$ cat src/rtl/htw_pkg.sv
package htw_pkg;

	localparam int ENTRY_W    = 5;
	localparam int INTERVAL_W = 24;
	localparam int KIND_W     = 3;
	localparam int POOL_SIZE  = 20;

	localparam logic [1:0] CMD_TICK   = 2'd0;
	localparam logic [1:0] CMD_SET    = 2'd1;
	localparam logic [1:0] CMD_CANCEL = 2'd2;
	localparam logic [1:0] CMD_GRAB   = 2'd3;

	localparam logic [KIND_W-1:0] KIND_TICK   = 3'd0;
	localparam logic [KIND_W-1:0] KIND_FIRED  = 3'd1;
	localparam logic [KIND_W-1:0] KIND_SET    = 3'd2;
	localparam logic [KIND_W-1:0] KIND_CANCEL = 3'd3;
	localparam logic [KIND_W-1:0] KIND_GRAB   = 3'd4;

	typedef struct packed {
		logic [1:0]            command;
		logic [ENTRY_W-1:0]    entry;
		logic [INTERVAL_W-1:0] interval;
	} htw_cmd_t;

	typedef struct packed {
		logic [KIND_W-1:0]  kind;
		logic [ENTRY_W-1:0] timer_id;
		logic               was_pending;
		logic               pool_full;
		logic               last;
	} htw_res_t;

endpackage

$ cat src/rtl/htw_stream_if.sv
interface htw_stream_if #(parameter type payload_t = logic);
	logic     valid;
	logic     ready;
	payload_t data;

	modport source (output valid, output data, input ready);
	modport sink (input valid, input data, output ready);
	modport monitor (input valid, input data, input ready);
endinterface

$ cat src/rtl/htw_ram.sv
module htw_ram #(
	parameter int WIDTH = 8,
	parameter int DEPTH = 32
) (
	input  logic                     clk,
	input  logic                     we,
	input  logic [$clog2(DEPTH)-1:0] waddr,
	input  logic [WIDTH-1:0]         wdata,
	input  logic [$clog2(DEPTH)-1:0] raddr,
	output logic [WIDTH-1:0]         rdata
);
	logic [WIDTH-1:0] mem [DEPTH];

	always_ff @(posedge clk) begin
		if (we) begin
			mem[waddr] <= wdata;
		end
		rdata <= mem[raddr];
	end
endmodule

$ cat src/rtl/hashed_timing_wheel_timers_unit.sv
// Timer engine on a hashed timing wheel.
// Commands arrive as beats on the cmd channel (tick, set, cancel, grab) and
// results leave as beats on the res channel; the final result of a command
// has last set. The block takes one command at a time: cmd.ready is high
// only while no command is in progress.
// A set or grab of an entry that is not queued runs SET1, SETW, SET2, DONE;
// when the entry is queued it first runs the unlink states ULW, UL1, ULW2,
// UL2. A cancel, an out-of-range set and a grab on a full pool go straight
// to DONE; a cancel that unlinks runs the unlink states first. A tick runs
// TKW, TK0, then TK1 and WALK for each entry of a nonempty spoke, one fired
// result per matching entry in list order, then the tick result.
// The walk is bound by the read latency of the link memories: each list
// step reads the entry's expiry and links; a firing one writes the unlink.
// Reset clears the tick counter, all entry flags and all spoke nonempty
// flags; link and expiry memories need no clearing.
// A result is held in an output register until res.ready; while it waits
// the sequencer stalls before producing the next result.
module hashed_timing_wheel_timers_unit
	import htw_pkg::*;
#(
	parameter int TIMER_ENTRIES = 32,
	parameter int WHEEL_BITS    = 8,
	parameter int TICK_BITS     = 32
) (
	input  logic         clk,
	input  logic         arst_n,
	htw_stream_if.sink   cmd,
	htw_stream_if.source res
);
	localparam int IW     = $clog2(TIMER_ENTRIES);
	localparam int SPOKES = 1 << WHEEL_BITS;
	localparam int LIM    = (POOL_SIZE < TIMER_ENTRIES) ? POOL_SIZE : TIMER_ENTRIES;

	localparam logic [3:0] ST_IDLE   = 4'd0;
	localparam logic [3:0] ST_ULW    = 4'd1;
	localparam logic [3:0] ST_UL1    = 4'd2;
	localparam logic [3:0] ST_ULW2   = 4'd3;
	localparam logic [3:0] ST_UL2    = 4'd4;
	localparam logic [3:0] ST_SET1   = 4'd5;
	localparam logic [3:0] ST_SETW   = 4'd6;
	localparam logic [3:0] ST_SET2   = 4'd7;
	localparam logic [3:0] ST_DONE   = 4'd8;
	localparam logic [3:0] ST_TKW    = 4'd9;
	localparam logic [3:0] ST_TK0    = 4'd10;
	localparam logic [3:0] ST_TK1    = 4'd11;
	localparam logic [3:0] ST_WALK   = 4'd12;
	localparam logic [3:0] ST_TKDONE = 4'd13;

	logic [3:0]               state_q;
	logic [TICK_BITS-1:0]     tc_q;
	logic [TIMER_ENTRIES-1:0] act_q, pend_q, pool_q;
	logic [SPOKES-1:0]        ne_q;
	logic [IW-1:0]            t_q;
	logic [WHEEL_BITS-1:0]    s_q;
	logic [1:0]               cmd_q;
	logic [ENTRY_W-1:0]       ent_q;
	logic [INTERVAL_W-1:0]    ivl_q;
	logic                     wp_q, full_q;
	logic                     ov_q;
	htw_res_t                 res_q;

	logic                 exp_we, nxt_we, prv_we, ht_we;
	logic [IW-1:0]        nxt_wa, prv_wa;
	logic [IW-1:0]        nxt_wd, prv_wd;
	logic [2*IW-1:0]      ht_wd, ht_rd;
	logic [TICK_BITS-1:0] exp_wd, exp_rd;
	logic [IW-1:0]        nxt_rd, prv_rd;

	htw_ram #(.WIDTH(TICK_BITS), .DEPTH(TIMER_ENTRIES)) u_exp (
		.clk(clk), .we(exp_we), .waddr(t_q), .wdata(exp_wd), .raddr(t_q), .rdata(exp_rd));
	htw_ram #(.WIDTH(IW), .DEPTH(TIMER_ENTRIES)) u_nxt (
		.clk(clk), .we(nxt_we), .waddr(nxt_wa), .wdata(nxt_wd), .raddr(t_q), .rdata(nxt_rd));
	htw_ram #(.WIDTH(IW), .DEPTH(TIMER_ENTRIES)) u_prv (
		.clk(clk), .we(prv_we), .waddr(prv_wa), .wdata(prv_wd), .raddr(t_q), .rdata(prv_rd));
	htw_ram #(.WIDTH(2*IW), .DEPTH(SPOKES)) u_ht (
		.clk(clk), .we(ht_we), .waddr(s_q), .wdata(ht_wd), .raddr(s_q), .rdata(ht_rd));

	logic [IW-1:0]        hd, tl;
	logic                 is_head, is_tail, fire, can_emit, ent_ok, g_found;
	logic                 emit_res;
	logic [IW-1:0]        g_idx, ent_idx;
	logic [TICK_BITS-1:0] new_exp, tc_nx;

	assign hd       = ht_rd[2*IW-1:IW];
	assign tl       = ht_rd[IW-1:0];
	assign is_head  = (hd == t_q);
	assign is_tail  = (tl == t_q);
	assign fire     = (exp_rd == tc_q);
	assign can_emit = !ov_q || res.ready;
	assign emit_res = can_emit && ((state_q == ST_DONE) || (state_q == ST_TKDONE) ||
		(state_q == ST_WALK && fire));
	assign ent_ok   = 32'(cmd.data.entry) < TIMER_ENTRIES;
	assign ent_idx  = IW'(cmd.data.entry);
	assign new_exp  = tc_q + TICK_BITS'(ivl_q) + TICK_BITS'(1);
	assign tc_nx    = tc_q + TICK_BITS'(1);
	assign cmd.ready = (state_q == ST_IDLE);
	assign res.valid = ov_q;
	assign res.data  = res_q;

	always_comb begin
		g_found = 1'b0;
		g_idx   = '0;
		for (int i = LIM - 1; i >= 0; i--) begin
			if (!act_q[i]) begin
				g_found = 1'b1;
				g_idx   = IW'(i);
			end
		end
	end

	// Writes: expiry in SET1, unlink in UL2 and a firing walk step, append in SET2.
	always_comb begin
		exp_we = 1'b0;
		exp_wd = new_exp;
		nxt_we = 1'b0;
		nxt_wa = prv_rd;
		nxt_wd = nxt_rd;
		prv_we = 1'b0;
		prv_wa = nxt_rd;
		prv_wd = prv_rd;
		ht_we  = 1'b0;
		ht_wd  = {is_head ? nxt_rd : hd, is_tail ? prv_rd : tl};
		if (state_q == ST_UL2 || (state_q == ST_WALK && fire && can_emit)) begin
			if (!(is_head && is_tail)) begin
				ht_we  = is_head || is_tail;
				nxt_we = !is_head;
				prv_we = !is_tail;
			end
		end else if (state_q == ST_SET1) begin
			exp_we = 1'b1;
		end else if (state_q == ST_SET2) begin
			ht_we = 1'b1;
			if (ne_q[s_q]) begin
				ht_wd  = {hd, t_q};
				nxt_we = 1'b1;
				nxt_wa = tl;
				nxt_wd = t_q;
				prv_we = 1'b1;
				prv_wa = t_q;
				prv_wd = tl;
			end else begin
				ht_wd = {t_q, t_q};
			end
		end
	end

	always_ff @(posedge clk or negedge arst_n) begin
		if (!arst_n) begin
			state_q <= ST_IDLE;
			tc_q    <= '0;
			act_q   <= '0;
			pend_q  <= '0;
			pool_q  <= '0;
			ne_q    <= '0;
			ov_q    <= 1'b0;
		end else begin
			if (emit_res) begin
				ov_q <= 1'b1;
			end else if (res.ready) begin
				ov_q <= 1'b0;
			end
			unique case (state_q)
				ST_IDLE: begin
					if (cmd.valid) begin
						cmd_q  <= cmd.data.command;
						ent_q  <= cmd.data.entry;
						ivl_q  <= cmd.data.interval;
						wp_q   <= 1'b0;
						full_q <= 1'b0;
						t_q    <= ent_idx;
						unique case (cmd.data.command)
							CMD_TICK: begin
								tc_q    <= tc_nx;
								s_q     <= tc_nx[WHEEL_BITS-1:0];
								state_q <= ST_TKW;
							end
							CMD_SET: begin
								if (!ent_ok) begin
									state_q <= ST_DONE;
								end else if (pend_q[ent_idx]) begin
									state_q <= ST_ULW;
								end else begin
									state_q <= ST_SET1;
								end
							end
							CMD_CANCEL: begin
								if (ent_ok) begin
									act_q[ent_idx] <= 1'b0;
									wp_q           <= pend_q[ent_idx];
								end
								state_q <= (ent_ok && pend_q[ent_idx]) ? ST_ULW : ST_DONE;
							end
							CMD_GRAB: begin
								t_q <= g_idx;
								if (!g_found) begin
									full_q  <= 1'b1;
									state_q <= ST_DONE;
								end else begin
									pool_q[g_idx] <= 1'b1;
									state_q <= pend_q[g_idx] ? ST_ULW : ST_SET1;
								end
							end
						endcase
					end
				end
				ST_ULW: state_q <= ST_UL1;
				ST_UL1: begin
					s_q     <= exp_rd[WHEEL_BITS-1:0];
					state_q <= ST_ULW2;
				end
				ST_ULW2: state_q <= ST_UL2;
				ST_UL2: begin
					if (is_head && is_tail) begin
						ne_q[s_q] <= 1'b0;
					end
					pend_q[t_q] <= 1'b0;
					state_q <= (cmd_q == CMD_CANCEL) ? ST_DONE : ST_SET1;
				end
				ST_SET1: begin
					act_q[t_q]  <= 1'b1;
					pend_q[t_q] <= 1'b1;
					s_q         <= new_exp[WHEEL_BITS-1:0];
					state_q     <= ST_SETW;
				end
				ST_SETW: state_q <= ST_SET2;
				ST_SET2: begin
					ne_q[s_q] <= 1'b1;
					state_q   <= ST_DONE;
				end
				ST_DONE: begin
					if (can_emit) begin
						res_q.was_pending <= wp_q;
						res_q.pool_full   <= full_q;
						res_q.last        <= 1'b1;
						res_q.timer_id    <= ent_q;
						unique case (cmd_q)
							CMD_SET:    res_q.kind <= KIND_SET;
							CMD_CANCEL: res_q.kind <= KIND_CANCEL;
							default: begin
								res_q.kind     <= KIND_GRAB;
								res_q.timer_id <= full_q ? '0 : ENTRY_W'(t_q);
							end
						endcase
						state_q <= ST_IDLE;
					end
				end
				ST_TKW: state_q <= ST_TK0;
				ST_TK0: begin
					t_q     <= hd;
					state_q <= ne_q[s_q] ? ST_TK1 : ST_TKDONE;
				end
				ST_TK1: state_q <= ST_WALK;
				ST_WALK: begin
					if (!fire || can_emit) begin
						if (fire) begin
							if (is_head && is_tail) begin
								ne_q[s_q] <= 1'b0;
							end
							pend_q[t_q] <= 1'b0;
							if (pool_q[t_q]) begin
								act_q[t_q] <= 1'b0;
							end
							res_q.kind        <= KIND_FIRED;
							res_q.timer_id    <= ENTRY_W'(t_q);
							res_q.was_pending <= 1'b0;
							res_q.pool_full   <= 1'b0;
							res_q.last        <= 1'b0;
						end
						t_q     <= is_tail ? t_q : nxt_rd;
						state_q <= is_tail ? ST_TKDONE : ST_TK1;
					end
				end
				ST_TKDONE: begin
					if (can_emit) begin
						res_q.kind        <= KIND_TICK;
						res_q.timer_id    <= '0;
						res_q.was_pending <= 1'b0;
						res_q.pool_full   <= 1'b0;
						res_q.last        <= 1'b1;
						state_q           <= ST_IDLE;
					end
				end
				default: state_q <= ST_IDLE;
			endcase
		end
	end
endmodule

$ cat src/flat_wrapper.sv
// flat-port wrapper written by rule: the top's interface ports become plain ports
module hashed_timing_wheel_timers_unit_flat import htw_pkg::*;
#(
	parameter int TIMER_ENTRIES = 32,
	parameter int WHEEL_BITS    = 8,
	parameter int TICK_BITS     = 32
)
  (clk, arst_n, cmd_valid, cmd_data, cmd_ready, res_valid, res_data, res_ready);
  htw_stream_if #(.payload_t(htw_cmd_t)) cmd_i ();
  htw_stream_if #(.payload_t(htw_res_t)) res_i ();
  input  logic clk;
  input  logic arst_n;
  input wire logic [$bits(cmd_i.valid)-1:0] cmd_valid;
  input wire logic [$bits(cmd_i.data)-1:0] cmd_data;
  output wire logic [$bits(cmd_i.ready)-1:0] cmd_ready;
  output wire logic [$bits(res_i.valid)-1:0] res_valid;
  output wire logic [$bits(res_i.data)-1:0] res_data;
  input wire logic [$bits(res_i.ready)-1:0] res_ready;
  assign cmd_i.valid = cmd_valid;
  assign cmd_i.data = cmd_data;
  assign cmd_ready = cmd_i.ready;
  assign res_valid = res_i.valid;
  assign res_data = res_i.data;
  assign res_i.ready = res_ready;
  hashed_timing_wheel_timers_unit #(.TIMER_ENTRIES(TIMER_ENTRIES), .WHEEL_BITS(WHEEL_BITS), .TICK_BITS(TICK_BITS)) u_core (.clk(clk), .arst_n(arst_n), .cmd(cmd_i), .res(res_i));
endmodule
$ cat config.mk
export PLATFORM = sky130hd
export DESIGN_NAME = hashed_timing_wheel_timers_unit_flat
export DESIGN_NICKNAME = d
export VERILOG_FILES = /design/src/rtl/htw_pkg.sv /design/src/rtl/htw_stream_if.sv /design/src/rtl/htw_ram.sv /design/src/rtl/hashed_timing_wheel_timers_unit.sv /design/src/flat_wrapper.sv
export SDC_FILE = /design/constraint.sdc
export NUM_CORES = 2
export LEC_CHECK = 0
export BUFFER_PORTS_ARGS = -buffer_cell sky130_fd_sc_hd__buf_4
export CAP_MARGIN = 20
export CORE_AREA = 2 2 647 777
export CTS_CLUSTER_DIAMETER = 40
export DETAILED_ROUTE_END_ITERATION = 10
export DIE_AREA = 0 0 649 779
export HOLD_SLACK_MARGIN = 0.05
export SLEW_MARGIN = 20
export SYNTH_ARGS = -nofsm -noshare
export SYNTH_HDL_FRONTEND = slang
export SYNTH_SLANG_ARGS = --single-unit
$ cat constraint.sdc
create_clock -name clk -period 10 [get_ports clk]
set_clock_uncertainty 0.15 [all_clocks]
set_input_delay 0.5 -clock clk [delete_from_list [all_inputs] [get_ports clk]]
set_output_delay 0.5 -clock clk [all_outputs]
set_load 0.01 [all_outputs]
==> impl_metrics.csv <==
group,metric,value,unit
timing,fin_crit_sh,64.05,%
routing,first_iter_violations,10750,
final_layout,final_nets,8797,
routing,wl,463100,um
die,fp.dieW,649,um
clock_network,cts_max_path_buffers,4,
global_routing,grt.total_usage,17.87,%
final_layout,multi_input_area,42580,um^2
die,placementRows,284,
timing,setup_ws,3.595,ns
timing,fin_crit,6.405,ns
die,coreArea,497800,um^2
die,fp.dieArea,505600,um^2
critical_path,startpoint_type,"flip-flop",
routing,vias,88420,
clock_network,clk_latency,1.07,ns
critical_path,cp_common_cell,"buf_4",
critical_path,end_kind,"flip-flop",
logic_synthesis,synthesis.area,173700,um^2
logic_synthesis,syn_avg_cell_area,20.42,um^2
clock_network,post_cts_resized,0,
critical_path,path_cells,"buf_4, nor2b_1, a221oi_1, o22ai_1, a211o_1, nand4_2, nor2_2, buf_4, a21o_1, a21o_4, buf_12",
final_layout,synthToLayoutAreaGrowth,15.64,%
global_routing,grt_overflow,0,
timing,drv_slew,0,
clock_network,cts_tree,"built",
critical_path,arrival,6.92,ns
global_routing,grt_max_degree,174,
logic_synthesis,synthDistinctLibCells,78,
global_routing,grt_pass1_vias,89770,
timing,relSlewSlack,14.61,%
final_layout,drive_gt1_share,26.94,%
run_status,outcome,"completed",
logic_synthesis,ys.flop_type,"edfxtp_1",
routing,met2_length,231000,um
timing,finalSetupViolCount,0,
placement,finalWeightedCongestion,0.8368,
clock_network,holdBufCountCts,39,
logic_synthesis,synth_edf_count,3961,
logic_synthesis,netlist_instances,8505,
die,ios,48,
routing,m1WireLength,181300,um
routing,route.antenna.remaining_nets,0,
placement,placed_cell_area,182300,um^2
clock_network,cts_max_level,6,
critical_path,cp_max_fo,150,
job,drv_cap,0,
clock_network,root_buffer,"clkbuf_16",
routing,routedWlPerCell,29.42,um
logic_synthesis,synth_nets,8568,
critical_path,cp_slowest_cell,"nor2b_1",
placement,dp_slack,3.638,ns
clock_network,numCtsBuffers,530,
timing,tightest_slew,1.281,ns
global_routing,grt_pass1_wl,661800,um
logic_synthesis,async_reset_ff_share,8.588,%
critical_path,cpPeakStageDelay,0.92,ns
timing,fmax,0.1561,GHz
final_layout,fill_cells,43190,
global_routing,grt_antenna_before_repair,15,
power,p_leak,63.60,nW
placement,port_buffers,47,
final_layout,seqCellArea,129400,um^2
logic_synthesis,ys_seq_elements,4390,
final_layout,fin_util,40.35,%
routing,dr.max_layer_used,"met5",
clock_network,clk_pin_slew,0.06,ns
logic_synthesis,ys_warn_count,0,
critical_path,worstSetupPathType,"reg2reg",
clock_network,cts_setup_buffers,0,
critical_path,required,10.51,ns
routing,drt_pass1_iterations,9,
clock_network,cts_sinks,4390,
routing,met3_length,33720,um
power,ir_drop,0.4107,mV
die,initial_core_util,34.89,%
timing,hold_violations,0,
routing,vias_per_cell,5.617,
final_layout,stdcell_area,200900,um^2
die,dieHeight,779,um
logic_synthesis,yosysSeqAreaShare,74.50,%
routing,drcViolationCount,0,
timing,rsz0062_at_grt,"no",
power,p_per_area,256.9,nW/um^2
placement,dp_hpwl,262200,um
min_path,min_path_type,"in2reg",
layer usage:
metal | vias to the layer above | global-route usage, %
met4 | 8 | 6.192
met3 | 758 | 2.924
li1 | 36090 | -
met2 | 4038 | 30.25
met1 | 47520 | 23.43
met5 | - | 0
cell families (layout without fill, tap and decap cells):
logic type,Yosys count,in the layout,synth area share (%)
AOI/OAI and AO/OA,1092,1092,4.211
xor gates and xnor gates,106,106,0.5344
adders and majority gates,28,28,0.2060
other,0,6,0
buffers and inverters,611,1264,1.534
DFF,4390,4390,74.50
and+or+nand+nor,961,961,2.515
muxes,1317,1317,16.50
state kept, by name, indices dropped and copies added (netlist names), named ones only:
register / flops
u_core.res.valid: 1
u_core.cmd_q: 2
u_core.ivl_q: 24
u_core.full_q: 1
u_core.u_nxt.mem: 160
u_core.s_q: 8
u_core.u_prv.rdata: 5
u_core.tc_q: 32
u_core.state_q: 4
u_core.u_prv.mem: 160
u_core.res.data: 11
u_core.act_q: 20
u_core.t_q: 5
u_core.pool_q: 32
u_core.u_ht.mem: 2560
u_core.u_nxt.rdata: 5
u_core.u_exp.rdata: 32
u_core.ent_q: 5
u_core.u_ht.rdata: 10
u_core.wp_q: 1
u_core.u_exp.mem: 1024
critical path, delay by kind of cell, from the launching register on:
kind / cells / cell delay, ns
AOI/OAI and AO/OA: 5 / 1.65
buffers and inverters: 3 / 1.55
and+or+nand+nor: 3 / 1.48
DFF: 1 / 0.76
synth_stat cells (all sizes together) (9+ instances only):
cell / number / area share [%]
inv: 35 / 0.076
dfrtp: 377 / 5.4
a21o: 28 / 0.12
o22ai: 38 / 0.14
o31ai: 270 / 1.2
nor2b: 27 / 0.097
xor2: 17 / 0.086
nand4: 54 / 0.20
and3: 36 / 0.13
edfxtp: 3961 / 68
and2: 17 / 0.061
o22a: 25 / 0.13
ha: 27 / 0.19
a211oi: 11 / 0.048
nand3b: 10 / 0.043
nand3: 77 / 0.22
o21bai: 18 / 0.078
a32oi: 12 / 0.069
nor2: 409 / 0.89
a22o: 22 / 0.11
mux2: 27 / 0.18
nor3: 37 / 0.11
a21oi: 52 / 0.15
mux4: 1232 / 16
o21ai: 350 / 1.0
xnor2: 89 / 0.45
clkbuf: 343 / 0.74
nand2b: 28 / 0.10
buf: 232 / 0.71
dfxtp: 52 / 0.60
a221oi: 11 / 0.055
mux2i: 58 / 0.33
nand2: 218 / 0.47
nor4: 14 / 0.050
a31oi: 9 / 0.032
or2: 9 / 0.032
a22oi: 184 / 0.80
final cells by class:
class	instances	area share, %
antenna	6	0.007474
timing repair buffer	272	1.262
clock buffer	602	6.876
clock inverter	354	2.068
tap	6578	4.097
inverter	36	0.06727
sequential	4390	64.42
multi-input combinational	3504	21.20
final timing paths:
check                                                   start                           endpoint  slack (ns)  cells past startpoint
min in group asynchronous                              arst_n       u_core.res.valid$_DFFE_PN0P_        0.48                      4
worst max register to register        u_core.s_q[2]$_DFFE_PP_  u_core.u_ht.mem[237][9]$_DFFE_PP_        3.59                     11
max in group asynchronous                              arst_n                          async pin        7.22                      5
worst max-delay path                  u_core.s_q[2]$_DFFE_PP_  u_core.u_ht.mem[237][9]$_DFFE_PP_        3.59                     11
worst min register to register  u_core.pool_q[26]$_DFFE_PN0P_      u_core.pool_q[26]$_DFFE_PN0P_        0.22                      0
worst min-delay path                             cmd_data[16]         u_core.ivl_q[16]$_DFFE_PP_        0.12                      2
metrics by stage:
stage	cells	hold slack [ns]	power [mW]	setup TNS, ns
after detailed placement	14740	0.2122	32.63	0
after floorplan	8505	0.05441	28.89	-399.65
after CTS	15730	0.05248	52.04	0
after global routing	15740	0.06779	53.12	0
after global placement	14740	0.2100	32.37	0
final	15740	0.1161	51.62	0
cell usage in the layout, fill, tap and decap left out, drive strengths merged, types with 54 or more instances in the layout:
master and n:
o21ai 350, clkinv 176, o31ai 270, inv 106
bufinv 57, nand2 218, a22oi 184, nand3 77
mux4 1232, clkbuf 602, nor2 409, buf 234
nand4 54, dfrtp 377, xnor2 89, edfxtp 3961
mux2i 58
power by group:
| part | internal (mW) | total (mW) | leakage [nW] | switching [mW] |
|---|---|---|---|---|
| clock network | 11.6 | 19.5 | 8.62 | 7.87 |
| registers | 22.8 | 23.1 | 41.4 | 0.345 |
| logic | 2.61 | 9.04 | 13.6 | 6.43 |
Power figures use the tool's default switching activity.
